`config.mk`:
```
export PLATFORM = sky130hd
export DESIGN_NAME = ste_ctrl
export DESIGN_NICKNAME = d
export VERILOG_FILES = /design/src/hw/rtl/ste_pkg.sv /design/src/hw/rtl/ste_ctrl.sv
export SDC_FILE = /design/constraint.sdc
export NUM_CORES = 1
export LEC_CHECK = 0
export CAP_MARGIN = 20
export CORE_AREA = 2 2 39 41
export DETAILED_ROUTE_END_ITERATION = 10
export DIE_AREA = 0 0 41 43
export DONT_BUFFER_PORTS = 1
export GPL_ROUTABILITY_DRIVEN = 0
export GPL_TIMING_DRIVEN = 0
export PLACE_DENSITY_LB_ADDON = 0.08
export RECOVER_POWER = 100
export SETUP_SLACK_MARGIN = 0.05
export SLEW_MARGIN = 10
export SYNTH_ARGS = -nofsm -noshare
export SYNTH_HDL_FRONTEND = slang
export SYNTH_SLANG_ARGS = --single-unit
```
`constraint.sdc`:
```
create_clock -name clk -period 0.93 [get_ports clk]
set_input_delay 0.093 -clock clk [delete_from_list [all_inputs] [get_ports clk]]
set_output_delay 0.093 -clock clk [all_outputs]
set_load 0.005 [all_outputs]
```
`src/hw/rtl/ste_pkg.sv`:
```
`timescale 1ns / 1ps
// ----------------------------------------------------------------------------
// ste_pkg
// Shared types, constants and helpers for the symbol table engine.
// ----------------------------------------------------------------------------
package ste_pkg;

  localparam int TABLE_DEPTH = 32;
  localparam int NAME_CHARS  = 8;
  localparam int VALUE_BITS  = 32;

  localparam int IDX_W  = $clog2(TABLE_DEPTH);
  localparam int CNT_W  = $clog2(TABLE_DEPTH + 1);
  localparam int ID_W   = 32;
  localparam int MOD_W  = 16;
  localparam int NAME_W = 64;
  localparam int OUTV_W = 32;

  typedef logic [VALUE_BITS-1:0] value_t;
  typedef logic [CNT_W-1:0]      cnt_t;

  typedef enum logic [1:0] {
    REQ_UPSERT    = 2'd0,
    REQ_FIND_NAME = 2'd1,
    REQ_FIND_ID   = 2'd2,
    REQ_DELETE    = 2'd3
  } req_t;

  typedef enum logic [1:0] {
    ST_OK        = 2'd0,
    ST_NOT_FOUND = 2'd1,
    ST_FULL      = 2'd2
  } status_t;

  typedef struct packed {
    logic [ID_W-1:0]   id;
    logic [MOD_W-1:0]  mod_id;
    logic [NAME_W-1:0] name;
    value_t            value;
  } row_t;

  typedef struct packed {
    logic load;
    logic scan;
    logic finish;
    logic push;
  } cmd_t;

  typedef struct packed {
    logic match;
    logic done;
  } sts_t;

  // Name ends at its first zero byte; everything after it is cleared.
  function automatic logic [NAME_W-1:0] norm_name(input logic [NAME_W-1:0] key);
    logic [NAME_W-1:0] res;
    logic              live;
    res  = '0;
    live = 1'b1;
    for (int k = 0; k < NAME_CHARS; k++) begin
      if (key[8*k +: 8] == 8'd0) live = 1'b0;
      if (live) res[8*k +: 8] = key[8*k +: 8];
    end
    return res;
  endfunction

endpackage

```
`src/hw/rtl/ste_ctrl.sv`:
```
`timescale 1ns / 1ps
// ----------------------------------------------------------------------------
// ste_ctrl
// Request sequencer: accept, table scan, result push to the output register.
// ----------------------------------------------------------------------------
module ste_ctrl (
  input  logic          clk,
  input  logic          rst_n,
  input  logic          in_valid,
  output logic          in_ready,
  output logic          out_valid,
  input  logic          out_ready,
  input  ste_pkg::sts_t sts,
  output ste_pkg::cmd_t cmd
);

  typedef enum logic [1:0] {
    S_IDLE,
    S_SCAN,
    S_PUSH
  } state_t;

  state_t state_r;
  logic   out_valid_r;

  always_comb begin
    cmd        = '0;
    cmd.load   = (state_r == S_IDLE) && in_valid;
    cmd.scan   = (state_r == S_SCAN) && !sts.match && !sts.done;
    cmd.finish = (state_r == S_SCAN) && (sts.match || sts.done);
    cmd.push   = (state_r == S_PUSH) && (!out_valid_r || out_ready);
  end

  always_ff @(posedge clk) begin
    if (!rst_n) begin
      state_r     <= S_IDLE;
      out_valid_r <= 1'b0;
    end else begin
      unique case (state_r)
        S_IDLE: begin
          if (in_valid) state_r <= S_SCAN;
        end
        S_SCAN: begin
          if (cmd.finish) state_r <= S_PUSH;
        end
        S_PUSH: begin
          if (cmd.push) state_r <= S_IDLE;
        end
        default: state_r <= S_IDLE;
      endcase
      if (cmd.push) begin
        out_valid_r <= 1'b1;
      end else if (out_ready) begin
        out_valid_r <= 1'b0;
      end
    end
  end

  assign in_ready  = (state_r == S_IDLE);
  assign out_valid = out_valid_r;

  a_push_free: assert property (@(posedge clk) disable iff (!rst_n)
    cmd.push |-> (!out_valid_r || out_ready))
    else $error("result pushed over a pending result");

  a_accept_scan: assert property (@(posedge clk) disable iff (!rst_n)
    (in_valid && in_ready) |=> (state_r == S_SCAN))
    else $error("accepted request did not start a scan");

  a_finish_push: assert property (@(posedge clk) disable iff (!rst_n)
    cmd.finish |=> (state_r == S_PUSH) && !in_ready)
    else $error("finished scan did not move to push");

endmodule

```
Yosys cells after proc, flatten, opt, wreduce, memory -nomap -nowiden:

Cells that the tools add are included.

* equal/unequal tests: 5
* mux-type cells: 6
* reductions and logical operators: 13

Operator list (number)
* 2-to-1 mux 2 bit: 3
* != test 2 bit (second input constant): 3
* one-hot mux 2 bit (3 select lines): 1
* logical AND 1 bit: 5
* logical NOT 1 bit: 3
* AND reduction 3 bit: 1
* equality test 2 x 1 -> 1 bit (second input constant): 1
* equality test 2 bit (second input constant): 1
* logical NOT 2 bit: 1
* logical OR 1 bit: 2
* 2-to-1 mux 1 bit: 2
* nonzero test 2 bit: 1

* bits in registers: 3
* input bits: 6
* output and inout port bits: 6

Logic depth before layout (Yosys ltp):

Gate-level depths: netlist (run 1).

* word-level depth: 5
* depth in mapped cells: 3
* gate-level depth less buffers: 3

Worst setup path after synthesis (run 1):

No wires, ideal clock.

* kind: register to register
* start point: reg state_r[1]
* end point: reg state_r[0]
* arrival: 699 ps
* required time: 815 ps
* path slack: 116 ps
* stages on the path, launching flop included: 4
* clock period less this slack: 814 ps
* cells stage by stage: dfxtp_1 > nor2_1 > and2_1 > o21a_1

* elaborated cells between the ends (all ways): 10
* those cells by class: eq/ne: 5; mux: 1; reduce/logical: 4

RTL lines
* start: declaration: RTL line ste_ctrl.sv:23 `state_t state_r;`
* start signal: assignment: RTL line ste_ctrl.sv:36 `state_r <= S_IDLE;`
* start signal: assignment: RTL line ste_ctrl.sv:41 `if (in_valid) state_r <= S_SCAN;`
* start signal: assignment: RTL line ste_ctrl.sv:44 `if (cmd.finish) state_r <= S_PUSH;`
* logical NOT 2 bit *
* via in_ready: RTL line ste_ctrl.sv:10 `output logic in_ready,`
* != test 2 bit (no line)
* AND reduction 3 bit (no line)

The timed path passes the listed nets; every way through them passes the cells marked *.
A chain may end at the register's enable or synchronous reset.

==> impl_metrics.tcl, run 1 <==
set metrics [dict create \
    place_inst 32 \
    area_growth_pct 57.7 \
    wl_per_cell_um 8.68 \
    fin_crit_ps 995 \
    rows 14 \
    totalWireLength_um 321 \
    synthCells 16 \
    synth_edf_count 0 \
    finalHoldViolCount 0 \
    fin_worst_skew_ps 0.106 \
    cts_setup_buffers 0 \
    gr-total-overflow 0 \
    syn_area_per_cell_um2 8.68 \
    cp-start-kind "flip-flop" \
    cts.reportedPaths.clkPinSlew_ps 30 \
    fp.dieH_um 43 \
    yosysUniqueCellTypes 8 \
    path_max_fanout 3 \
    synth.largest_area_cell "dfxtp_1" \
    final_nets 28 \
    status "finished, violations left" \
    setup_ws_ps -65.4 \
    dr.pass1.iters 1 \
    p_leak_nw 0.0764 \
    p_seq_frac 0.355 \
    reg2regPathDepth 3 \
    hold_path.class "input pin to flip-flop" \
    powerDensity_nw_per_um2 1850 \
    drc_errors 0 \
    die_w_um 41 \
    cts-buffers-inserted 3 \
    diodes 0 \
    violations "negative setup slack" \
    final_cells 37 \
    ys_warn_count 0 \
    synth_top_area_share 0.432 \
    yosys-top-cells-area "dfxtp_1 43%, nand2b_1 14%, nor2_1 11%" \
    netlist_area_um2 139 \
    synth_top_flop_cell "dfxtp_1" \
    finalSetupViolCount 3 \
    vias 134 \
    grt_first_pass_wirelength_um 393 \
    cts_root_buf "clkbuf_4" \
    avgViaCountPerCell 3.62 \
    yosys.cell_count.top_type "nor2_1" \
    p_switching_w 0.0000845 \
    async_flop_share 0 \
    yosys-top-cells-count "4 x nor2_1, 3 x dfxtp_1, 3 x nand2b_1" \
    critPathArrivalTime_ps 900 \
    cts_htree_levels 1 \
    io_pins 12 \
    crit_type "flip-flop to output port" \
    grt_max_degree 4 \
    hold_slack_ps 26.2 \
    p_sw_frac 0.209 \
    p_comb_frac 0.103 \
    totalPowerFinal_w 0.000405 \
    io_buffers 0 \
    syn-num-nets 22 \
    slew_headroom 0.890 \
    drv_cap 0 \
    rsz0062_at_grt "yes" \
    worstMarginPinSlew_ps 165 \
    antenna_found_initial 0 \
    period_share 1.07 \
    dr.first_iter.drc_count 0 \
    clock_sinks 3 \
    end_kind "output port" \
    final_util 0.158 \
    cts_buffer_depth 2 \
    grtUsageTotal 0.0431 \
    cts_tree "yes" \
    initial_core_util 0.100 \
    grt_pass1_vias 118 \
    intPower_w 0.000320 \
    critPathRequiredTime_ps 840 \
    max-vdd-ir-drop_mv 0.297 \
    ys_seq_area_frac 0.432 \
    clkPwrFrac 0.541 \
    dieArea_um2 1760 \
    whs_path_depth 1 \
    postRouteAntennaNets 0 \
    final-max-slew-violation-count 0 \
    insertion_delay_ps 230 \
    core-area_um2 1380 \
    drive_above_1_share 0.476 \
    max_freq_ghz 1.00 \
    synth_seq_cells 3 \
]
==> worst max-delay path, stage by stage (launching register included) <==
cell      delay, ps
dfxtp_2         320
nand2b_4        150
nor3_4          210
==> sequential cells by signal (all words and copies together) (netlist names) <==
name,flops
out_valid,1
state_r,2
==> repair_timing <==
action / in CTS / in global routing
gates resized for setup: 0 / 7
pin swaps: 0 / 1
hold buffers: 1 / 0
setup endpoints to repair: 4 / 6
hold endpoints to repair: 2 / 0
==> routing by layer <==
metal,global-route usage,part of all wire,up-vias
met5,0,0,-
met4,0.0600,0,0
met3,0.0524,0.090,0
met2,0.0531,0.62,5
met1,0.0224,0.29,66
li1,-,-,63
==> cell families after synthesis <==
logic type / share of synthesized area
AOI/OAI and AO/OA: 0.162
DFF: 0.432
and+or+nand+nor: 0.405
==> cells in the final DEF, fill, tap and decap left out <==
cell | Yosys | routed
clkbuf_1 | 0 | 1
clkbuf_4 | 0 | 3
nor2b_1 | 1 | 1
o21a_1 | 2 | 2
nor3_4 | 0 | 1
nor2_1 | 4 | 2
nor2_2 | 0 | 2
dfxtp_2 | 0 | 2
nand2b_1 | 3 | 2
a21boi_0 | 1 | 1
dfxtp_1 | 3 | 1
dlygate4sd3_1 | 0 | 1
nand2b_4 | 0 | 1
and2_4 | 0 | 1
==> per-stage QoR <==
stage                     cell area (um^2)  setup WS, ps  setup TNS (ps)
after floorplan                        139           116               0
after global placement                 159          56.4               0
after detailed placement               159          64.5               0
after CTS                              195         -77.0            -260
after global routing                   219          -105            -293
final                                  219         -65.4            -132
==> power by group through the flow <==
stage                     clock [W]  combinational (W)  sequential, W
after CTS                  0.000233          0.0000327       0.000140
after floorplan                   0          0.0000238       0.000141
after global placement            0          0.0000281       0.000142
after detailed placement          0          0.0000282       0.000142
after global routing       0.000244          0.0000467       0.000145
final                      0.000219          0.0000418       0.000144
==> layout make-up <==
type / count / area [um^2]
fillers: 167 / 1160
repair buffers: 1 / 10.0
clock buffers: 4 / 26.3
multi-input cells: 13 / 100
well taps: 16 / 20.0
flip-flops and latches: 3 / 62.6
==> worst paths after layout <==
kind,startpoint,endpoint,slack [ps]
worst min-delay path,rst_n,out_valid,30
worst max-delay path,state_r[1],cmd[2],-70
worst min register to register,out_valid,out_valid,550
worst max register to register,state_r[1],state_r[0],50
Power figures use the tool's default switching activity.
==> run 2, diff against run 1 <==
==> constraint.sdc (replaced) <==
create_clock -name clk -period 0.93 [get_ports clk]
set_input_delay 0.093 -clock clk [delete_from_list [all_inputs] [get_ports clk]]
set_output_delay 0.093 -clock clk [all_outputs]
set_load 0.05 [all_outputs]
==> run 2 against run 1 <==
  * Global-route usage is 1.5 points higher
  * Non-clock buffer count stayed put
  * First-iteration DRC count is 1 higher
  * Cell count stayed put
  * Sequential share of layout area is 1.7 points lower
  * Worst setup slack worse by 270 ps
  * Register-to-register slack worse by 290 ps
  * The flow still finishes with violations (negative setup slack)
  * Routed wire length is 2.5% higher
  * Core utilization is 1.4 points higher
  * Critical path type unchanged
  * Largest cell class unchanged
  * Clock power hardly changed
  * Cell area is 8.6% higher
  * Clock-buffer cell count stayed put
==> impl_metrics.tcl, run 2 (synthesis gave the netlist of run 1 again) <==
set metrics [dict create \
    status "finished, violations left" \
    violations "negative setup slack" \
    postRouteAntennaNets 0 \
    slowest_stage "dfxtp_2" \
    cts.reportedPaths.clkPinSlew_ps 30 \
    io_pins 12 \
    reg2reg_slack_ps -240 \
    finalSetupViolCount 7 \
    gr-total-overflow 0 \
    initial_core_util 0.100 \
    place_inst 32 \
    antenna_found_initial 0 \
    crit_type "flip-flop to output port" \
    final_cell_mix "3 x clkbuf_4, 3 x dfxtp_2" \
    final_cell_area_um2 238 \
    r2r-end "state_r[0]" \
    cts_buffer_depth 2 \
    fillers 161 \
    totalWireLength_um 329 \
    powerDensity_nw_per_um2 1960 \
    critPathRequiredTime_ps 840 \
    die_w_um 41 \
    placedInstanceArea_um2 204 \
    cp_cell_sequence "nor2_4 > and2_4" \
    setup_ws_ps -338 \
    slew_headroom 0.620 \
    grtUsageTotal 0.0582 \
    rsz0062_at_grt "yes" \
    end_kind "output port" \
    final_cells 37 \
    cts_root_buf "clkbuf_4" \
    final-max-slew-violation-count 0 \
    timing.rr.start "state_r[1]" \
    clkPwrFrac 0.471 \
    diodes 0 \
    worstMarginPinSlew_ps 568 \
    crit_path_start "state_r[1]" \
    drv_cap 0 \
    cts_setup_buffers 0 \
    dpl.hpwl_um 308 \
    grt_first_pass_wirelength_um 531 \
    insertion_delay_ps 230 \
    period_share 1.36 \
    cp.depth 2 \
    reg2regPathDepth 3 \
    dr.first_iter.drc_count 1 \
    io_buffers 0 \
    fin_crit_ps 1270 \
    fin_setup_tns_ps -1440 \
    path_max_fanout 3 \
    fin_worst_skew_ps 0.293 \
    drc_errors 0 \
    critPathArrivalTime_ps 1180 \
    final_nets 28 \
    pre_cts_slack_ps -290 \
    cp-start-kind "flip-flop" \
    largest_register_ff_count 2 \
    totalPowerFinal_w 0.000467 \
    critPathMaxStageDelay_ps 330 \
    avgViaCountPerCell 3.46 \
    grt_max_degree 4 \
    fp.dieH_um 43 \
    p_sw_frac 0.304 \
    max_freq_ghz 0.788 \
    intPower_w 0.000325 \
    p_comb_frac 0.207 \
    cts_htree_levels 1 \
    core-area_um2 1380 \
    grt_pass1_vias 121 \
    rows 14 \
    area_growth_pct 71.2 \
    max-vdd-ir-drop_mv 0.446 \
    hold_path.class "input pin to flip-flop" \
    wl_per_cell_um 8.89 \
    vias 128 \
    drive_above_1_share 0.571 \
    p_leak_nw 0.0876 \
    p_seq_frac 0.322 \
    p_switching_w 0.000142 \
    crit_end "cmd[3]" \
    finalHoldViolCount 0 \
    dieArea_um2 1760 \
    path_delay_family "simple AND/OR/NAND/NOR gates" \
    clock_sinks 3 \
    dr.pass1.iters 2 \
    top_register "state_r" \
    path_buf_inv 0 \
    cts-buffers-inserted 3 \
    cts_tree "yes" \
]
run 2: cell counts in the layout (fill, tap and decap cells not counted):
No cell type changed its count.
run 2: how the worst min path moves through the flow:
| stage | startpoint | to | slack [ps] | cells after the start |
|---|---|---|---|---|
| 2_1_floorplan | rst_n | state_r[1] | 210 | 1 |
| 3_3_place_gp | rst_n | state_r[1] | 210 | 1 |
| 3_5_place_dp | rst_n | state_r[1] | 210 | 1 |
| 4_1_cts | out_ready | out_valid | 70 | 2 |
| 5_1_grt | sts[0] | state_r[0] | 120 | 2 |
| 6_report | out_ready | out_valid | 110 | 2 |
run 2: metal layers:
layer  routed length [um]  part of all wire  global-route usage  up-vias
met3                   78              0.24              0.0890        0
met2                  138              0.42              0.0438        8
met4                    0                 0              0.0800        0
met5                    0                 0                   0        -
li1                     -                 -                   -       63
met1                  112              0.34              0.0481       57
run 2: area by class of cell:
type | instances | area (um^2) | area share
Sequential cell | 3 | 63.8 | 0.268
Clock buffer | 4 | 26.3 | 0.111
Multi-Input combinational cell | 13 | 118 | 0.495
Timing Repair Buffer | 1 | 10.0 | 0.0421
Tap cell | 16 | 20.0 | 0.0842
run 2: worst reg2reg max path, delay by kind of cell, from the launching register on:
kind | cells | cell delay, ps
AO/OA/AOI/OAI | 1 | 170
AND/OR/NAND/NOR | 2 | 610
flip-flops | 1 | 330
run 2: stage by stage:
stage               hold slack, ps  utilization
floorplan                      210            -
global placement               214        0.147
detailed placement             215        0.147
CTS                           67.3        0.179
global route                   121        0.172
finish                         114        0.172
run 2: timing repair:
item | CTS | global route
hold buffers | 1 | 0
pin swaps | 3 | 0
hold endpoints to repair | 3 | 0
resized for setup | 1 | 0
setup endpoints to repair | 7 | 7
run 2: power by group through the flow:
stage,sequential [W],clock [W],combinational [W]
final,0.000150,0.000220,0.0000967
after global routing,0.000151,0.000257,0.000102
after CTS,0.000149,0.000235,0.000100
after detailed placement,0.000150,0,0.0000948
after global placement,0.000150,0,0.0000948
after floorplan,0.000149,0,0.0000898
==> run 3, diff against run 2 <==
RECOVER_POWER = 50   (was 100)
==> run 3 against run 2 <==
  * Clock skew unchanged
  * Worst setup slack is the same
  * Core utilization up 0.54 points
  * Register-to-register slack about the same
  * Sequential share of layout area fell by 0.82 points
  * Largest cell class unchanged
  * The run still ends with negative setup slack left
  * Critical endpoint unchanged
==> impl_metrics.tcl, run 3 (synthesis gave the netlist of run 1 again) <==
set metrics [dict create \
    gr-total-overflow 0 \
    dr.first_iter.drc_count 1 \
    die_w_um 41 \
    grt_first_pass_wirelength_um 531 \
    postRouteAntennaNets 0 \
    dr.pass1.iters 2 \
    critPathMaxStageDelay_ps 330 \
    cts_tree "yes" \
    cts_root_buf "clkbuf_4" \
    fillers 161 \
    status "finished, violations left" \
    critPathArrivalTime_ps 1180 \
    use_met3 0.0890 \
    end_kind "output port" \
    regArea_um2 63.8 \
    rows 14 \
    finalSetupViolCount 7 \
    cp-start-kind "flip-flop" \
    top_register "state_r" \
    reg2regPathDepth 3 \
    cp_cell_sequence "nor2_4 > and2_4" \
    grtUsageTotal 0.0582 \
    totalWireLength_um 329 \
    final_util 0.177 \
    worstMarginPinSlew_ps 568 \
    core-area_um2 1380 \
    vias 128 \
    final_cell_mix "3 x clkbuf_4, 3 x dfxtp_2" \
    cts_setup_buffers 0 \
    setup_ws_ps -338 \
    whs_path_depth 2 \
    crit_type "flip-flop to output port" \
    final_nets 28 \
    grt_use_met2 0.0438 \
    powerDensity_nw_per_um2 1910 \
    rsz0062_at_grt "yes" \
    cts.reportedPaths.clkPinSlew_ps 30 \
    dieArea_um2 1760 \
    wl_per_cell_um 8.89 \
    drive_above_1_share 0.619 \
    p_leak_nw 0.0930 \
    violations "negative setup slack" \
    slowest_stage "dfxtp_2" \
    io_buffers 0 \
    io_pins 12 \
    fin_crit_ps 1270 \
    cts-buffers-inserted 3 \
    period_share 1.36 \
    grt_use_met1 0.0481 \
    avgViaCountPerCell 3.46 \
    fp.dieH_um 43 \
    largest_register_ff_count 2 \
    drc_errors 0 \
    fin_worst_skew_ps 0.293 \
    dpl.hpwl_um 308 \
    slew_headroom 0.620 \
    insertion_delay_ps 230 \
    area_growth_pct 76.6 \
    cts_htree_levels 1 \
    critPathRequiredTime_ps 840 \
    max_freq_ghz 0.788 \
    initial_core_util 0.100 \
    fin_setup_tns_ps -1410 \
    antenna_found_initial 0 \
    diodes 0 \
    multi_input_area_um2 125 \
    path_max_fanout 3 \
    grt_pass1_vias 121 \
    finalHoldViolCount 0 \
    grt_busiest_layer "met3" \
    max-vdd-ir-drop_mv 0.446 \
    hold_path.class "input pin to flip-flop" \
    final-max-slew-violation-count 0 \
    drv_cap 0 \
    cts_buffer_depth 2 \
    clock_sinks 3 \
    grt_max_degree 4 \
]
[run 3: cell count changes in the layout (fill, tap and decap cells not counted)]
cell / delta
nand2b_1: -1
nand2b_4: +1
[run 3: where the power goes]
group / total (W) / internal (W) / switching, W
registers: 0.000151 / 0.000137 / 0.0000135
clock network: 0.000220 / 0.000160 / 0.0000599
logic: 0.0000985 / 0.0000289 / 0.0000695
[run 3: through the flow]
step | instance area [um^2] | power, W | worst slack, ps | cells | hold WS (ps)
5_1_grt | 245 | 0.000513 | -402 | 37 | 82.5
2_1_floorplan | 184 | 0.000239 | -249 | 16 | 210
6_report | 245 | 0.000469 | -338 | 37 | 78.3
4_1_cts | 248 | 0.000484 | -360 | 37 | 67.3
3_5_place_dp | 204 | 0.000245 | -290 | 32 | 215
3_3_place_gp | 204 | 0.000245 | -298 | 32 | 214
[run 3: cell type report]
class	count	share of cell area
timing repair buffer	1	0.0408
clock buffer	4	0.107
tap	16	0.0816
sequential	3	0.260
multi-input combinational	13	0.510
[run 3: what timing repair did]
action / 4_1_cts / 5_1_grt
hold buffers: 1 / 0
gates cloned: 0 / 0
endpoints found under the hold margin: 3 / 0
setup endpoints to repair: 7 / 7
pin swaps: 3 / 0
gates resized for setup: 1 / 0
[run 3: layer usage]
metal	wire (um)	up-vias	share of wire
met5	0	-	0
met3	74	0	0.22
met1	116	57	0.35
li1	-	63	-
met4	0	0	0
met2	138	8	0.42
[run 3: worst max-delay path, delay by kind of cell (launching register included)]
| kind | cells | cell delay, ps |
|---|---|---|
| DFF | 1 | 330 |
| and+or+nand+nor | 2 | 620 |
[run 3: final timing paths]
| kind | start | end | slack, ps |
|---|---|---|---|
| hold / removal | out_ready | out_valid | 80 |
| setup reg to reg | state_r[1] | state_r[0] | -240 |
| setup / recovery | state_r[1] | cmd[3] | -340 |
| hold reg to reg | state_r[1] | out_valid | 620 |
